<file path="src/hw/rtl/mtep_pkg.sv">
// shared types and constants for the midi track event parser
// no dependencies
package mtep_pkg;

    localparam int DELTA_BYTES_MAX_DEF = 4;
    localparam int QDEPTH = 2;

    localparam logic [2:0] EV_DELTA = 3'd0;
    localparam logic [2:0] EV_NOTE_ON = 3'd1;
    localparam logic [2:0] EV_NOTE_OFF = 3'd2;
    localparam logic [2:0] EV_TEMPO = 3'd3;
    localparam logic [2:0] EV_KEY = 3'd4;
    localparam logic [2:0] EV_TIME = 3'd5;
    localparam logic [2:0] EV_END = 3'd6;
    localparam logic [2:0] EV_TEMPO_ERR = 3'd7;

    localparam logic [7:0] META_END = 8'h2F;
    localparam logic [7:0] META_TEMPO = 8'h51;
    localparam logic [7:0] META_KEY = 8'h59;
    localparam logic [7:0] META_TIME = 8'h58;
    localparam logic [7:0] SYSEX_START = 8'hF0;
    localparam logic [7:0] SYSEX_END = 8'hF7;
    localparam logic [7:0] META_START = 8'hFF;
    localparam logic [25:0] TEMPO_NUM = 26'd60000000;

    typedef struct packed {
        logic [2:0]  kind;
        logic [3:0]  chan;
        logic [6:0]  note;
        logic [6:0]  vel;
        logic [27:0] value;
        logic [15:0] second;
        logic        minor;
        logic        divide;
    } t_event;

endpackage

</file>
<file path="src/hw/rtl/mtep_front.sv">
// byte classifier: parse phase, running status and field decode
// depends on mtep_pkg
module mtep_front #(
    parameter int DELTA_BYTES_MAX = mtep_pkg::DELTA_BYTES_MAX_DEF
) (
    input  logic             i_clk,
    input  logic             i_rst_n,
    input  logic             i_valid,
    output logic             o_ready,
    input  logic [7:0]       i_byte,
    output logic             o_ev_valid,
    input  logic             i_ev_ready,
    output mtep_pkg::t_event o_ev
);
    localparam logic [3:0] PH_DELTA = 4'd0;
    localparam logic [3:0] PH_STATUS = 4'd1;
    localparam logic [3:0] PH_KEY = 4'd2;
    localparam logic [3:0] PH_VEL = 4'd3;
    localparam logic [3:0] PH_SKIP = 4'd4;
    localparam logic [3:0] PH_SYSEX = 4'd5;
    localparam logic [3:0] PH_MTYPE = 4'd6;
    localparam logic [3:0] PH_MLEN = 4'd7;
    localparam logic [3:0] PH_MDATA = 4'd8;

    logic [3:0]  r_phase, n_phase;
    logic [7:0]  r_rs, n_rs, r_first, n_first, r_mtype, n_mtype, r_skip, n_skip;
    logic [27:0] r_acc, n_acc;
    logic        r_ended, n_ended;
    logic        emit;
    mtep_pkg::t_event ev;
    logic [7:0]  s, cnt, dec;
    logic        take;

    assign o_ready = i_ev_ready;
    assign take = i_valid && o_ready;
    assign o_ev_valid = take && emit;
    assign o_ev = ev;
    assign cnt = r_skip + 8'd1;
    assign dec = r_skip - 8'd1;

    always_comb begin
        n_phase = r_phase; n_rs = r_rs; n_first = r_first; n_mtype = r_mtype;
        n_skip = r_skip; n_acc = r_acc; n_ended = r_ended;
        emit = 1'b0; ev = '0; s = r_rs;
        if (!r_ended) begin
            unique case (r_phase)
                PH_DELTA: begin
                    n_acc = {r_acc[20:0], i_byte[6:0]};
                    n_skip = cnt;
                    if (!(i_byte[7] && 32'(cnt) < DELTA_BYTES_MAX)) begin
                        emit = 1'b1; ev.kind = mtep_pkg::EV_DELTA; ev.value = n_acc;
                        n_acc = '0; n_skip = '0; n_phase = PH_STATUS;
                    end
                end
                PH_STATUS: begin
                    if (!i_byte[7] && r_rs[7] && r_rs < 8'hF0) s = r_rs;
                    else s = i_byte;
                    if (!i_byte[7] && !(r_rs[7] && r_rs < 8'hF0)) begin
                        n_phase = PH_DELTA;
                    end else if (s < 8'hF0) begin
                        n_rs = s;
                        if (s < 8'hA0) begin
                            n_phase = PH_KEY;
                            if (!i_byte[7]) begin
                                n_first = {1'b0, i_byte[6:0]}; n_phase = PH_VEL;
                            end
                        end else begin
                            n_skip = (s[7:5] == 3'b110) ? 8'd1 : 8'd2;
                            n_phase = PH_SKIP;
                            if (!i_byte[7]) begin
                                n_skip = n_skip - 8'd1;
                                if (n_skip == 8'd0) n_phase = PH_DELTA;
                            end
                        end
                    end else begin
                        n_rs = '0; n_phase = PH_DELTA;
                        if (i_byte == mtep_pkg::SYSEX_START) n_phase = PH_SYSEX;
                        else if (i_byte == mtep_pkg::META_START) n_phase = PH_MTYPE;
                        else if (i_byte == 8'hF1 || i_byte == 8'hF3) begin
                            n_skip = 8'd1; n_phase = PH_SKIP;
                        end else if (i_byte == 8'hF2) begin
                            n_skip = 8'd2; n_phase = PH_SKIP;
                        end
                    end
                end
                PH_KEY: begin
                    n_first = {1'b0, i_byte[6:0]}; n_phase = PH_VEL;
                end
                PH_SKIP: begin
                    n_skip = dec;
                    if (dec == 8'd0) n_phase = PH_DELTA;
                end
                PH_VEL: begin
                    n_phase = PH_DELTA; emit = 1'b1;
                    ev.chan = r_rs[3:0]; ev.note = r_first[6:0];
                    if (r_rs < 8'h90 || i_byte[6:0] == 7'd0) begin
                        ev.kind = mtep_pkg::EV_NOTE_OFF;
                    end else begin
                        ev.kind = mtep_pkg::EV_NOTE_ON; ev.vel = i_byte[6:0];
                    end
                end
                PH_SYSEX: if (i_byte == mtep_pkg::SYSEX_END) n_phase = PH_DELTA;
                PH_MTYPE: begin
                    n_mtype = i_byte; n_phase = PH_MLEN;
                    if (i_byte == mtep_pkg::META_END) begin
                        n_ended = 1'b1; emit = 1'b1; ev.kind = mtep_pkg::EV_END;
                    end
                end
                PH_MLEN: begin
                    n_acc = '0; n_phase = PH_MDATA;
                    if (r_mtype == mtep_pkg::META_TEMPO) n_skip = 8'd3;
                    else if (r_mtype == mtep_pkg::META_KEY) n_skip = 8'd2;
                    else if (r_mtype == mtep_pkg::META_TIME) n_skip = 8'd4;
                    else begin
                        n_skip = i_byte;
                        n_phase = (i_byte == 8'd0) ? PH_DELTA : PH_SKIP;
                    end
                end
                PH_MDATA: begin
                    n_skip = dec;
                    if (r_mtype == mtep_pkg::META_TEMPO) begin
                        n_acc = {r_acc[19:0], i_byte};
                        if (dec == 8'd0) begin
                            n_phase = PH_DELTA; emit = 1'b1; ev.value = n_acc;
                            n_acc = '0;
                            if (ev.value == 28'd0) ev.kind = mtep_pkg::EV_TEMPO_ERR;
                            else begin
                                ev.kind = mtep_pkg::EV_TEMPO; ev.divide = 1'b1;
                            end
                        end
                    end else if (r_mtype == mtep_pkg::META_KEY) begin
                        if (dec != 8'd0) n_first = i_byte;
                        else begin
                            n_phase = PH_DELTA; emit = 1'b1; ev.kind = mtep_pkg::EV_KEY;
                            ev.value = {20'd0, r_first + 8'd7};
                            ev.minor = (i_byte != 8'd0);
                        end
                    end else begin
                        if (dec == 8'd3) n_first = i_byte;
                        else if (dec == 8'd2) n_acc = {20'd0, i_byte};
                        if (dec == 8'd0) begin
                            n_phase = PH_DELTA; emit = 1'b1; ev.kind = mtep_pkg::EV_TIME;
                            ev.value = {20'd0, n_first};
                            if (n_acc[7:4] == 4'd0) ev.second = 16'd1 << n_acc[3:0];
                            else ev.second = {8'd0, n_acc[7:0]};
                            n_acc = '0;
                        end
                    end
                end
                default: n_phase = PH_DELTA;
            endcase
        end
    end

    always_ff @(posedge i_clk) begin
        if (!i_rst_n) begin
            r_phase <= PH_DELTA; r_rs <= '0; r_first <= '0; r_mtype <= '0;
            r_skip <= '0; r_acc <= '0; r_ended <= 1'b0;
        end else if (take) begin
            r_phase <= n_phase; r_rs <= n_rs; r_first <= n_first; r_mtype <= n_mtype;
            r_skip <= n_skip; r_acc <= n_acc; r_ended <= n_ended;
        end
    end

    a_end_sticky: assert property (@(posedge i_clk) disable iff (!i_rst_n)
        r_ended |=> r_ended) else $error("end flag dropped");
    a_no_emit_after_end: assert property (@(posedge i_clk) disable iff (!i_rst_n)
        r_ended |-> !o_ev_valid) else $error("event after end of track");
    a_vel_from_key: assert property (@(posedge i_clk) disable iff (!i_rst_n)
        (r_phase == PH_VEL) |-> (r_rs >= 8'h80 && r_rs < 8'hA0))
        else $error("velocity phase without note status");
endmodule

</file>
<file path="src/hw/rtl/mtep_queue.sv">
// small event fifo between classifier and executor
// depends on mtep_pkg
module mtep_queue #(
    parameter int DEPTH = mtep_pkg::QDEPTH
) (
    input  logic             i_clk,
    input  logic             i_rst_n,
    input  logic             i_valid,
    output logic             o_ready,
    input  mtep_pkg::t_event i_data,
    output logic             o_valid,
    input  logic             i_ready,
    output mtep_pkg::t_event o_data
);
    localparam int AW = (DEPTH > 1) ? $clog2(DEPTH) : 1;
    mtep_pkg::t_event r_mem [DEPTH];
    logic [AW-1:0] r_wp, r_rp;
    logic [AW:0]   r_cnt;
    logic          wr, rd;

    assign o_ready = (r_cnt != (AW+1)'(DEPTH));
    assign o_valid = (r_cnt != '0);
    assign o_data = r_mem[r_rp];
    assign wr = i_valid && o_ready;
    assign rd = o_valid && i_ready;

    always_ff @(posedge i_clk) begin
        if (wr) r_mem[r_wp] <= i_data;
    end

    always_ff @(posedge i_clk) begin
        if (!i_rst_n) begin
            r_wp <= '0; r_rp <= '0; r_cnt <= '0;
        end else begin
            if (wr) r_wp <= (32'(r_wp) == DEPTH - 1) ? '0 : r_wp + 1'b1;
            if (rd) r_rp <= (32'(r_rp) == DEPTH - 1) ? '0 : r_rp + 1'b1;
            r_cnt <= r_cnt + (AW+1)'(wr) - (AW+1)'(rd);
        end
    end

    a_no_overflow: assert property (@(posedge i_clk) disable iff (!i_rst_n)
        (r_cnt == (AW+1)'(DEPTH)) |-> !wr) else $error("queue overflow");
endmodule

</file>
<file path="src/hw/rtl/mtep_back.sv">
// executor: restoring divider for tempo, output register
// depends on mtep_pkg
module mtep_back (
    input  logic             i_clk,
    input  logic             i_rst_n,
    input  logic             i_valid,
    output logic             o_ready,
    input  mtep_pkg::t_event i_ev,
    output logic             o_valid,
    input  logic             i_ready,
    output mtep_pkg::t_event o_ev
);
    localparam logic [1:0] ST_IDLE = 2'd0;
    localparam logic [1:0] ST_DIV = 2'd1;
    localparam logic [1:0] ST_OUT = 2'd2;
    localparam logic [1:0] ST_FIN = 2'd3;

    logic [1:0]  r_st;
    logic [4:0]  r_bit;
    logic [25:0] r_quo;
    logic [27:0] r_rem, r_div;
    mtep_pkg::t_event r_ev;
    logic [28:0] trial;

    assign o_ready = (r_st == ST_IDLE) || (r_st == ST_OUT && i_ready);
    assign o_valid = (r_st == ST_OUT);
    assign o_ev = r_ev;
    assign trial = {r_rem, mtep_pkg::TEMPO_NUM[r_bit]};

    always_ff @(posedge i_clk) begin
        if (!i_rst_n) begin
            r_st <= ST_IDLE;
        end else begin
            unique case (r_st)
                ST_IDLE, ST_OUT: begin
                    if (o_ready) begin
                        if (i_valid) begin
                            r_ev <= i_ev;
                            r_st <= i_ev.divide ? ST_DIV : ST_OUT;
                            r_div <= i_ev.value; r_rem <= '0; r_bit <= 5'd25;
                        end else r_st <= ST_IDLE;
                    end
                end
                ST_DIV: begin
                    if (trial >= {1'b0, r_div}) begin
                        r_rem <= 28'(trial - {1'b0, r_div}); r_quo[r_bit] <= 1'b1;
                    end else begin
                        r_rem <= trial[27:0]; r_quo[r_bit] <= 1'b0;
                    end
                    if (r_bit == 5'd0) r_st <= ST_FIN;
                    else r_bit <= r_bit - 5'd1;
                end
                ST_FIN: begin
                    r_ev.value <= {2'd0, r_quo}; r_ev.divide <= 1'b0; r_st <= ST_OUT;
                end
                default: r_st <= ST_IDLE;
            endcase
        end
    end

    a_div_nonzero: assert property (@(posedge i_clk) disable iff (!i_rst_n)
        (r_st == ST_DIV) |-> (r_div != '0)) else $error("divide by zero");
    a_hold: assert property (@(posedge i_clk) disable iff (!i_rst_n)
        (o_valid && !i_ready) |=> o_valid) else $error("result dropped");
endmodule

</file>
<file path="src/hw/rtl/midi_track_event_parser.sv">
// midi track event parser top: classifier, event queue, executor
// depends on mtep_pkg, mtep_front, mtep_queue, mtep_back
// one byte per cycle unless the queue fills; results pass queue then output register
// a tempo event also passes through the bit-serial divider before output; bytes keep flowing
// until the two-entry queue fills, then input stalls
// synchronous active-low reset returns to expecting a delta time, clears running status
module midi_track_event_parser #(
    parameter int DELTA_BYTES_MAX = mtep_pkg::DELTA_BYTES_MAX_DEF
) (
    input  logic        i_clk,
    input  logic        i_rst_n,
    input  logic        i_valid,
    output logic        o_ready,
    input  logic [7:0]  i_track_byte,
    output logic        o_valid,
    input  logic        i_ready,
    output logic [2:0]  o_event_kind,
    output logic [3:0]  o_midi_channel,
    output logic [6:0]  o_note_number,
    output logic [6:0]  o_note_velocity,
    output logic [27:0] o_event_value,
    output logic [15:0] o_second_value,
    output logic        o_minor_mode
);
    logic f_valid, f_ready, q_valid, q_ready;
    mtep_pkg::t_event f_ev, q_ev, b_ev;

    mtep_front #(.DELTA_BYTES_MAX(DELTA_BYTES_MAX)) u_front (
        .i_clk, .i_rst_n, .i_valid, .o_ready, .i_byte(i_track_byte),
        .o_ev_valid(f_valid), .i_ev_ready(f_ready), .o_ev(f_ev));

    mtep_queue #(.DEPTH(mtep_pkg::QDEPTH)) u_queue (
        .i_clk, .i_rst_n, .i_valid(f_valid), .o_ready(f_ready), .i_data(f_ev),
        .o_valid(q_valid), .i_ready(q_ready), .o_data(q_ev));

    mtep_back u_back (
        .i_clk, .i_rst_n, .i_valid(q_valid), .o_ready(q_ready), .i_ev(q_ev),
        .o_valid, .i_ready, .o_ev(b_ev));

    assign o_event_kind = b_ev.kind;
    assign o_midi_channel = b_ev.chan;
    assign o_note_number = b_ev.note;
    assign o_note_velocity = b_ev.vel;
    assign o_event_value = b_ev.value;
    assign o_second_value = b_ev.second;
    assign o_minor_mode = b_ev.minor;
endmodule
</file>
<file path="config.mk">
export PLATFORM = sky130hd
export DESIGN_NAME = midi_track_event_parser
export DESIGN_NICKNAME = d
export VERILOG_FILES = /design/src/hw/rtl/mtep_pkg.sv /design/src/hw/rtl/mtep_front.sv /design/src/hw/rtl/mtep_queue.sv /design/src/hw/rtl/mtep_back.sv /design/src/hw/rtl/midi_track_event_parser.sv
export SDC_FILE = /design/constraint.sdc
export NUM_CORES = 1
export LEC_CHECK = 0
export BUFFER_PORTS_ARGS = -buffer_cell sky130_fd_sc_hd__buf_2
export CORE_UTILIZATION = 45
export CTS_BUF_LIST = sky130_fd_sc_hd__clkbuf_2 sky130_fd_sc_hd__clkbuf_4 sky130_fd_sc_hd__clkbuf_8
export DETAILED_ROUTE_END_ITERATION = 8
export GPL_TIMING_DRIVEN = 0
export PLACE_DENSITY = 0.59
export REMOVE_ABC_BUFFERS = 1
export SLEW_MARGIN = 20
export SYNTH_ARGS = -nofsm -noshare
export SYNTH_HDL_FRONTEND = slang
export SYNTH_HIERARCHICAL = 1
export SYNTH_SLANG_ARGS = --single-unit
</file>
<file path="constraint.sdc">
create_clock -name i_clk -period 8.8 [get_ports i_clk]
set_clock_uncertainty 0.05 [all_clocks]
set_input_delay 1.32 -clock i_clk [delete_from_list [all_inputs] [get_ports i_clk]]
set_output_delay 1.32 -clock i_clk [all_outputs]
set_load 0.05 [all_outputs]
</file>
======== Word-level counts from Yosys, hierarchy flattened ========
Memories as Yosys holds them, arrays and structs flattened. A register that Yosys moved wholly into a read port is not among the register bits.
Index checks and enable logic that the tools add are counted.
cells by class
  reductions and logical operators ........ 48
  divide/modulo/power cells ............... 0
  multiply operators ...................... 0
  $add $sub $neg .......................... 10
  bitwise gates (word level) .............. 5
  $lt $le $gt $ge ......................... 8
  mux-type cells .......................... 125
  shifts and indexed selects .............. 1
  equality and inequality tests ........... 45
operator list
  operator              number
  $mux W21              11
  $mux W8               25
  $mux W28              7
  $pmux W28 S2          3
  $mux W46              2
  $mux W67              1
  $mux W4               16
  $pmux W21 S3          1
  $eq A8 B8 Y1 const B  6
  $mux W18              2
  $lt A8 B8 Y1 const B  4
  $mux W16              2
  $pmux W4 S8           1
  $pmux W8 S4           1
  $mux W3               10
  $ge A29 B28 Y1        1
  $logic_not A28 Y1     1
  $sub A28 B28 Y28      1
  $and A26 B26 Y26      1
  $mux W26              1
  $not A26 Y26          1
  $or A26 B26 Y26       1
  $eq A8 B7 Y1 const B  3
  $logic_not A8 Y1      3
  other kinds (60)      137
word-level totals
  output and inout port bits .............. 68
  logic and storage cells ................. 267
  RAM bits ................................ 134
  bits of input ports ..................... 12
  memories ................................ 2
  memory bits (read-only) ................. 32
  bits in latches ......................... 0
  register bits ........................... 217
memory list
  memory           depth  width  rd ports  clocked after Yosys merged registers in  wr ports  RTL line          source
  u_queue.r_mem    2      67     1         1                                        1         mtep_queue.sv:16  mtep_pkg::t_event r_mem [DEPTH];
  (no name shown)  32     1      1         1                                        0         mtep_back.sv:28   assign trial = {r_rem, mtep_pkg::TEMPO_NUM[r_bit]};

======== Logic depth before layout (Yosys ltp) ========
Gate-level depths: netlist (run 1).
  word-level depth ........................ 16
  mapped depth ............................ 16
  depth with buffers taken out ............ 13

======== Hierarchy ========
Netlist (run 1), hierarchy kept.
by module, submodules not included
  module      cells an instance  sequential area each (um2)  times used  area an instance (um2)
  mtep_back   626                4684.5                      1           7616.1
  mtep_queue  237                4124.0                      1           5210.0
  mtep_front  738                1161.1                      1           5157.4

======== Least setup slack after synthesis (run 1) ========
OpenSTA, ideal clock, no wires.
  kind .................................... reg2reg
  start point ............................. reg u_front.r_skip[0]
  end point ............................... mem u_queue/r_mem[1][0] (netlist bit), enable pin
  path buffers ............................ 3
  stages on the path, launching flop included .. 12
  data arrival time ....................... 4.286 ns
  period minus slack after synthesis ...... 4.768 ns
  required time ........................... 8.318 ns
  slack ................................... 4.032 ns
  cells stage by stage .................... dfxtp_1 > clkbuf_1 > inv_1 > ha_1 > buf_2 > nor3b_1 > mux2i_1 > or4_1 > buf_2 > nor2_1 > o311a_1 > and3_1
on the way
  cells in the longest elaborated chain, start to end .. 11
  elaborated cells on any way between the ends .. 17
  those cells by class .................... add/sub (2); order compare (1); mux (9); reduce/logical (5)
ends and longest elaborated chain
  item                                                                   RTL line                       source
  from (decl)                                                            mtep_front.sv:26               logic [7:0] r_rs, n_rs, r_first, n_first, r_mtype, n_mtype, r_skip, n_skip;
  from (signal assigned)                                                 mtep_front.sv:161              r_skip <= n_skip; r_acc <= n_acc; r_ended <= n_ended;
  parallel branches: the longest is 5 deep, another holds $add A8 B1 Y8  n/a
  $pmux W1 S4 (*)                                                        mtep_front.sv:46               unique case (r_phase)
  $mux W1 (*)                                                            mtep_front.sv:45               if (!r_ended) begin
  $logic_and A1 B1 Y1 (*)                                                mtep_front.sv:36               assign o_ev_valid = take && emit;
  named net f_valid                                                      midi_track_event_parser.sv:25  logic f_valid, f_ready, q_valid, q_ready;
  $logic_and A1 B1 Y1 (*)                                                mtep_queue.sv:24               assign wr = i_valid && o_ready;
  $mux W1 (*)                                                            mtep_queue.sv:28               if (wr) r_mem[r_wp] <= i_data;
  $mux W1 (not written as such) (*)                                      mtep_queue.sv:28
  to (decl)                                                              mtep_queue.sv:16
Mark *: on every way through the listed nets, which the timed path passes.

======== Worst setup path in the final report (run 1) ========
  start point ............................. reg u_front.r_skip[0]
  end point ............................... mem u_queue/r_mem[0][3] (netlist bit), enable pin
The elaborated chain is that of the path after synthesis.

==> metrics, run 1 <==
status completed; Data required, critical path 9.06 ns; Tmin final 4.86 ns; final worst path period share 55.2%; Total GRT Usage 21.3%; Yosys warnings 6; DPL Wire Length 29.0 mm; Final Hold Violating Endpoints 0; Reg2Reg Setup Slack 3.94 ns; Crit Path Class reg2reg; # setup viols final 0; Post-Synthesis Cells 1,599; Hold/Removal Path Class reg2reg; CTS buffer count 61; Rel. slew slack 25.0%; Critical R2R Launch u_front/r_skip[0]; Placeable Area 39,000 sq um; Iter 0 DRT Violations 969; die area 40,700 sq um; PostCTS Resize Cnt 0; Die X 202 microns; HP Start u_front/r_rs[1]; first-pass iteration count of the detailed router 5; Layout area overhead 12.2%; Final ANT Viol Nets 0; first-pass GRT wire length 68.7 mm; vias in the first global route 12,500; crit start category flop; RSZ-0062 raised after global routing no; RR Endpoint u_queue/r_mem[0][3]; layout cells sized above 1 19.0%; total gr overflow 0; Worst setup startpoint u_front/r_skip[0]; PwrDens 290 nW/um^2; final WL 43.6 mm; PortBufs 79; CTS tree done; Nets 1,707; post-layout util 51.6%; P_leak 0.00723 uW; Clock Path Buffers 3; IO Pins 80; Max Cap Violations 0; Clk Latency, worst-skew pair 0.65 ns; H-tree depth 2; CP Max Fanout 46; transition time of the tightest slew-check pin 1.13 ns; Initial Util 46.0%; Max Fclk 206 MHz; Worst Setup EP u_queue/r_mem[0][3]; Worst EP arrival 5.12 ns; die height 202 microns; Worst Setup End Kind flop; Core Rows 72; drc violations 0; antenna cells 0; CTS Sinks 353; GPL Wtd Cong 0.878; maximum VDD drop 147 uV; WL/cell 19.6 microns; Post-CTS Setup Repair Bufs 0; setup TNS 0 ns; most frequent cells in the layout edfxtp_1, nor2_1, nand2_1; Root Buffer clkbuf_8; vias post-DR 12,700; Vias/cell 5.73; cts-stage hold buffer count 0; largest net degree at the start of global routing 59; initial antenna violation count 1; worst reg-to-reg path cell count 10; Clk pin slew, worst setup/hold paths 0.06 ns; Synth Cell Area 17,900 sq um; commonest non-fill, non-tap cell in the layout edfxtp_1; synthesized area per cell 11.2 sq um; max-slew violation count 0
[worst max-delay path, stage by stage (launching register included)]
cell,delay (ns)
dfxtp_1,0.47
inv_1,0.12
ha_1,0.40
nor3b_1,0.58
mux2i_1,0.42
or4_1,0.73
nor2_1,0.34
o311a_1,0.50
nand3b_1,0.23
inv_4,0.34
buf_16,0.28
[power by group]
part           switching, uW  internal (uW)
Clock                    679            939
Combinational           1250            662
Sequential               149           2160
[per-layer routing]
| layer | wire (microns) | global-route usage, % | vias to the layer above |
|---|---|---|---|
| li1 | - | - | 6134 |
| met1 | 19400 | 28.0 | 6159 |
| met2 | 20800 | 35.5 | 337 |
| met3 | 2300 | 3.87 | 90 |
| met4 | 1120 | 7.01 | 0 |
| met5 | 0 | 0 | - |
[flip-flops by register name (all words and copies together), names as in the netlist, 2 cells and up, named ones only]
register	cells
u_queue/r_mem	134
u_back/o_ev	66
u_back/r_div	28
u_back/r_rem	28
u_front/r_acc	21
u_front/r_first	8
u_front/r_mtype	8
u_front/r_rs	8
u_front/r_skip	8
u_back/r_bit	5
u_front/r_phase	4
u_back/r_st	2
u_queue/r_cnt	2
[stage by stage]
stage	std cells	hold slack (ns)	power, uW	setup slack [ns]	instance area [sq um]
after floorplan	1503	0.377	3740	3.91	17500
after global placement	2100	0.384	4240	1.89	18600
after detailed placement	2106	0.392	4250	4.07	18700
after CTS	2221	0.400	5900	4.05	20100
after global routing	2221	0.422	6160	3.66	20100
final	2221	0.401	5850	3.94	20100
[worst min-delay path by stage]
stage | end | slack (ns) | cells past startpoint
finish | u_front/r_rs[1] | 0.40 | 2
global route | u_front/r_rs[0] | 0.42 | 2
CTS | u_front/r_rs[1] | 0.40 | 2
detailed placement | u_front/r_rs[1] | 0.39 | 2
global placement | u_front/r_rs[0] | 0.38 | 2
floorplan | u_front/r_rs[0] | 0.38 | 2
[cell type report]
class                   count  area, sq um
clock inverters            21          185
fillers                  3410        18900
multi-input cells        1092         7420
flip-flops and latches    353         9940
well taps                 518          648
inverters                  58          220
clock buffers              94         1170
repair buffers             85          544
No activity file was read; power rests on OpenSTA's default activity.
==> run 2: changes to the inputs <==
--- a/config.mk
+++ b/config.mk
@@ -10,7 +10,7 @@
 export CTS_BUF_LIST = sky130_fd_sc_hd__clkbuf_2 sky130_fd_sc_hd__clkbuf_4 sky130_fd_sc_hd__clkbuf_8
 export DETAILED_ROUTE_END_ITERATION = 8
 export GPL_TIMING_DRIVEN = 0
-export PLACE_DENSITY = 0.59
+export PLACE_DENSITY = 0.62
 export REMOVE_ABC_BUFFERS = 1
 export SLEW_MARGIN = 20
 export SYNTH_ARGS = -nofsm -noshare
==> constraint.sdc (replaced) <==
create_clock -name i_clk -period 4.2 [get_ports i_clk]
set_clock_uncertainty 0.05 [all_clocks]
set_input_delay 0.63 -clock i_clk [delete_from_list [all_inputs] [get_ports i_clk]]
set_output_delay 0.63 -clock i_clk [all_outputs]
set_load 0.05 [all_outputs]
==> run 2 against run 1 <==
  * Clock power grew 88%
  * First-iteration DRC count shrank 3.6%
  * Non-clock buffer count rose by 1
  * Combinational power up 110%
  * Register-to-register slack lost 3.7 ns
  * Setup slack got worse by 3.7 ns
  * Maximum frequency grew 23%
  * Wire length is 0.58% lower
  * Sequential share of layout area up 0.40 points
  * Die area stayed put
  * Critical path depth decreased by 1
  * Critical path type unchanged
  * Critical endpoint is now u_queue/r_mem[1][11]
==> metrics, run 2 (synthesis gave the netlist of run 1 again) <==
post-placement cell count 2,106 (unchanged); Nets 1,707 (unchanged); P_leak 0.00716 uW (-1.1%); cells along the critical path inv_1 > ha_1 > nor2_1 > a41oi_1 > or4_4 > nor2_1 > o311a_2 > and3_4 > buf_16; Seq pwr share 40.7% (+1.2 points); number of flip-flops in the largest register 134 (unchanged); switching power 4310 uW (+110%); maximum VDD drop 269 uV (+83%); die height 202 microns (unchanged); Worst EP arrival 4.20 ns (-0.92 ns); Clock Path Buffers 3 (unchanged); Iter 0 DRT Violations 934 (-3.6%); PwrDens 597 nW/um^2 (+110%); clock share of power 25.6% (-2.1 points); initial antenna violation count 0 (-1); Hold/Removal Path Class in2reg; Final ANT Viol Nets 0 (unchanged); commonest non-fill, non-tap cell in the layout edfxtp_1; Die X 202 microns (unchanged); largest net degree at the start of global routing 59 (unchanged); first-pass GRT wire length 68.4 mm (-0.45%); Final Hold Violating Endpoints 0 (unchanged); die area 40,700 sq um (unchanged); vias in the first global route 12,500 (-0.39%); Core Rows 72 (unchanged); final WL 43.4 mm (-0.58%); first-pass iteration count of the detailed router 8 (+3); post-layout util 51.2% (-0.41 points); Root Buffer clkbuf_8; # setup viols final 0 (unchanged); Crit Path Class reg2reg; HP Start i_ready; CTS Sinks 353 (unchanged); Worst setup startpoint u_front/r_skip[1]; Tmin final 3.95 ns (-0.907 ns); Rel. slew slack 23.0% (-1.9 points); Total GRT Usage 21.3% (-0.035 points); total gr overflow 0 (unchanged); DPL Wire Length 29.0 mm (-0.18%); final std cells w/o fill 2,216 (-0.23%); switching share of power 36.1% (+0.54 points); Critical R2R Launch u_front/r_skip[1]; crit start category flop; CTS tree done; final worst path period share 94.1% (+39 points); Reg2Reg Setup Slack 0.25 ns (-3.69 ns); worst reg-to-reg path cell count 9 (-1); Logic pwr share 33.7% (+0.9 points); PortBufs 79 (unchanged); Clk Latency, worst-skew pair 0.63 ns (-0.02 ns); Worst Slack Setup Final 0.248 ns (-3.69 ns); fillcell total 3,514 (+3.0%); Vias/cell 5.82 (+1.6%); Max Cap Violations 0 (unchanged); antenna cells 0 (unchanged); Initial Util 46.0% (unchanged); drc violations 0 (unchanged); vias post-DR 12,900 (+1.4%); Post-CTS Setup Repair Bufs 0 (unchanged); Pint 7620 uW (+100%); CP dominant cell by count nor2_1; CTS buffer count 60 (-1.6%); Placeable Area 39,000 sq um (unchanged); pre-CTS setup slack -0.341 ns (-4.42 ns); Worst Setup End Kind flop; IO Pins 80 (unchanged); H-tree depth 2 (unchanged); CP max stage delay 0.69 ns (-0.04 ns); cts-stage hold buffer count 0 (unchanged); transition time of the tightest slew-check pin 1.15 ns (+0.0245 ns); GPL Wtd Cong 0.903 (+2.9%); Layout area overhead 11.3%; Reg with most FFs u_queue/r_mem; Max Fclk 253 MHz (+23%); Data required, critical path 4.45 ns (-4.61 ns); most frequent cells in the layout edfxtp_1, nor2_1, nand2_1; layout cells sized above 1 18.7% (-0.36 points); RR Endpoint u_queue/r_mem[1][11]; RSZ-0062 raised after global routing no; Clk pin slew, worst setup/hold paths 0.06 ns (about the same); status completed; CP Max Fanout 45 (-2.2%); slowest CP cell or4_4; WL/cell 19.6 microns (-0.35%); Worst Setup EP u_queue/r_mem[1][11]; max-slew violation count 0 (unchanged)
run 2: worst min-delay path by stage:
stage / endpoint / slack (ns) / cells past startpoint
finish: u_back/r_st[1] / 0.33 / 3
global route: u_back/r_st[1] / 0.33 / 3
CTS: u_back/r_st[1] / 0.27 / 3
detailed placement: u_front/r_rs[1] / 0.39 / 2
global placement: u_front/r_rs[1] / 0.39 / 2
floorplan: u_front/r_rs[0] / 0.38 / 2
run 2: metal layers:
layer  part of all wire (%)  global-route usage [%]
met4                    2.8                    7.90
met2                     48                    35.5
met1                     44                    28.1
met5                      0                       0
met3                    5.3                    3.11
run 2: cell type report:
cell class	instances	area, sq um	area share [%]
Multi-Input combinational cell	1092	7420	37.2
Clock buffer	85	1030	5.14
Clock inverter	24	159	0.796
Sequential cell	353	9940	49.8
Timing Repair Buffer	86	549	2.75
Tap cell	518	648	3.25
Inverter	58	220	1.10
run 2: repair_timing:
| action | in CTS | in global routing |
|---|---|---|
| gates resized for setup | 2 | 4 |
| setup endpoints to repair | 127 | 106 |
| pin swaps | 0 | 0 |
run 2: metrics by stage:
| stage | instance area [sq um] | setup TNS, ns | power [uW] | hold WS [ns] |
|---|---|---|---|---|
| floorplan | 17500 | -52.86 | 7830 | 0.377 |
| global placement | 18600 | -300.18 | 8860 | 0.390 |
| detailed placement | 18700 | -31.16 | 8920 | 0.394 |
| CTS | 19900 | 0 | 12000 | 0.272 |
| global route | 20000 | 0 | 12600 | 0.331 |
| finish | 20000 | 0 | 11900 | 0.330 |
run 2: power groups by stage:
| stage | logic (uW) | clock network, uW | registers, uW |
|---|---|---|---|
| after floorplan | 2440 | 0 | 5390 |
| after global placement | 3840 | 0 | 5020 |
| after detailed placement | 4000 | 0 | 4920 |
| after CTS | 4030 | 3160 | 4850 |
| after global routing | 4360 | 3290 | 4910 |
| final | 4020 | 3050 | 4850 |
run 2: worst max-delay path: cells and delay by family (launching register included):
kind | cells | cell delay (ns)
compound gates | 2 | 0.61
fa+ha+maj | 1 | 0.32
buf+inv | 2 | 0.41
flops | 1 | 0.53
simple gates | 4 | 1.62
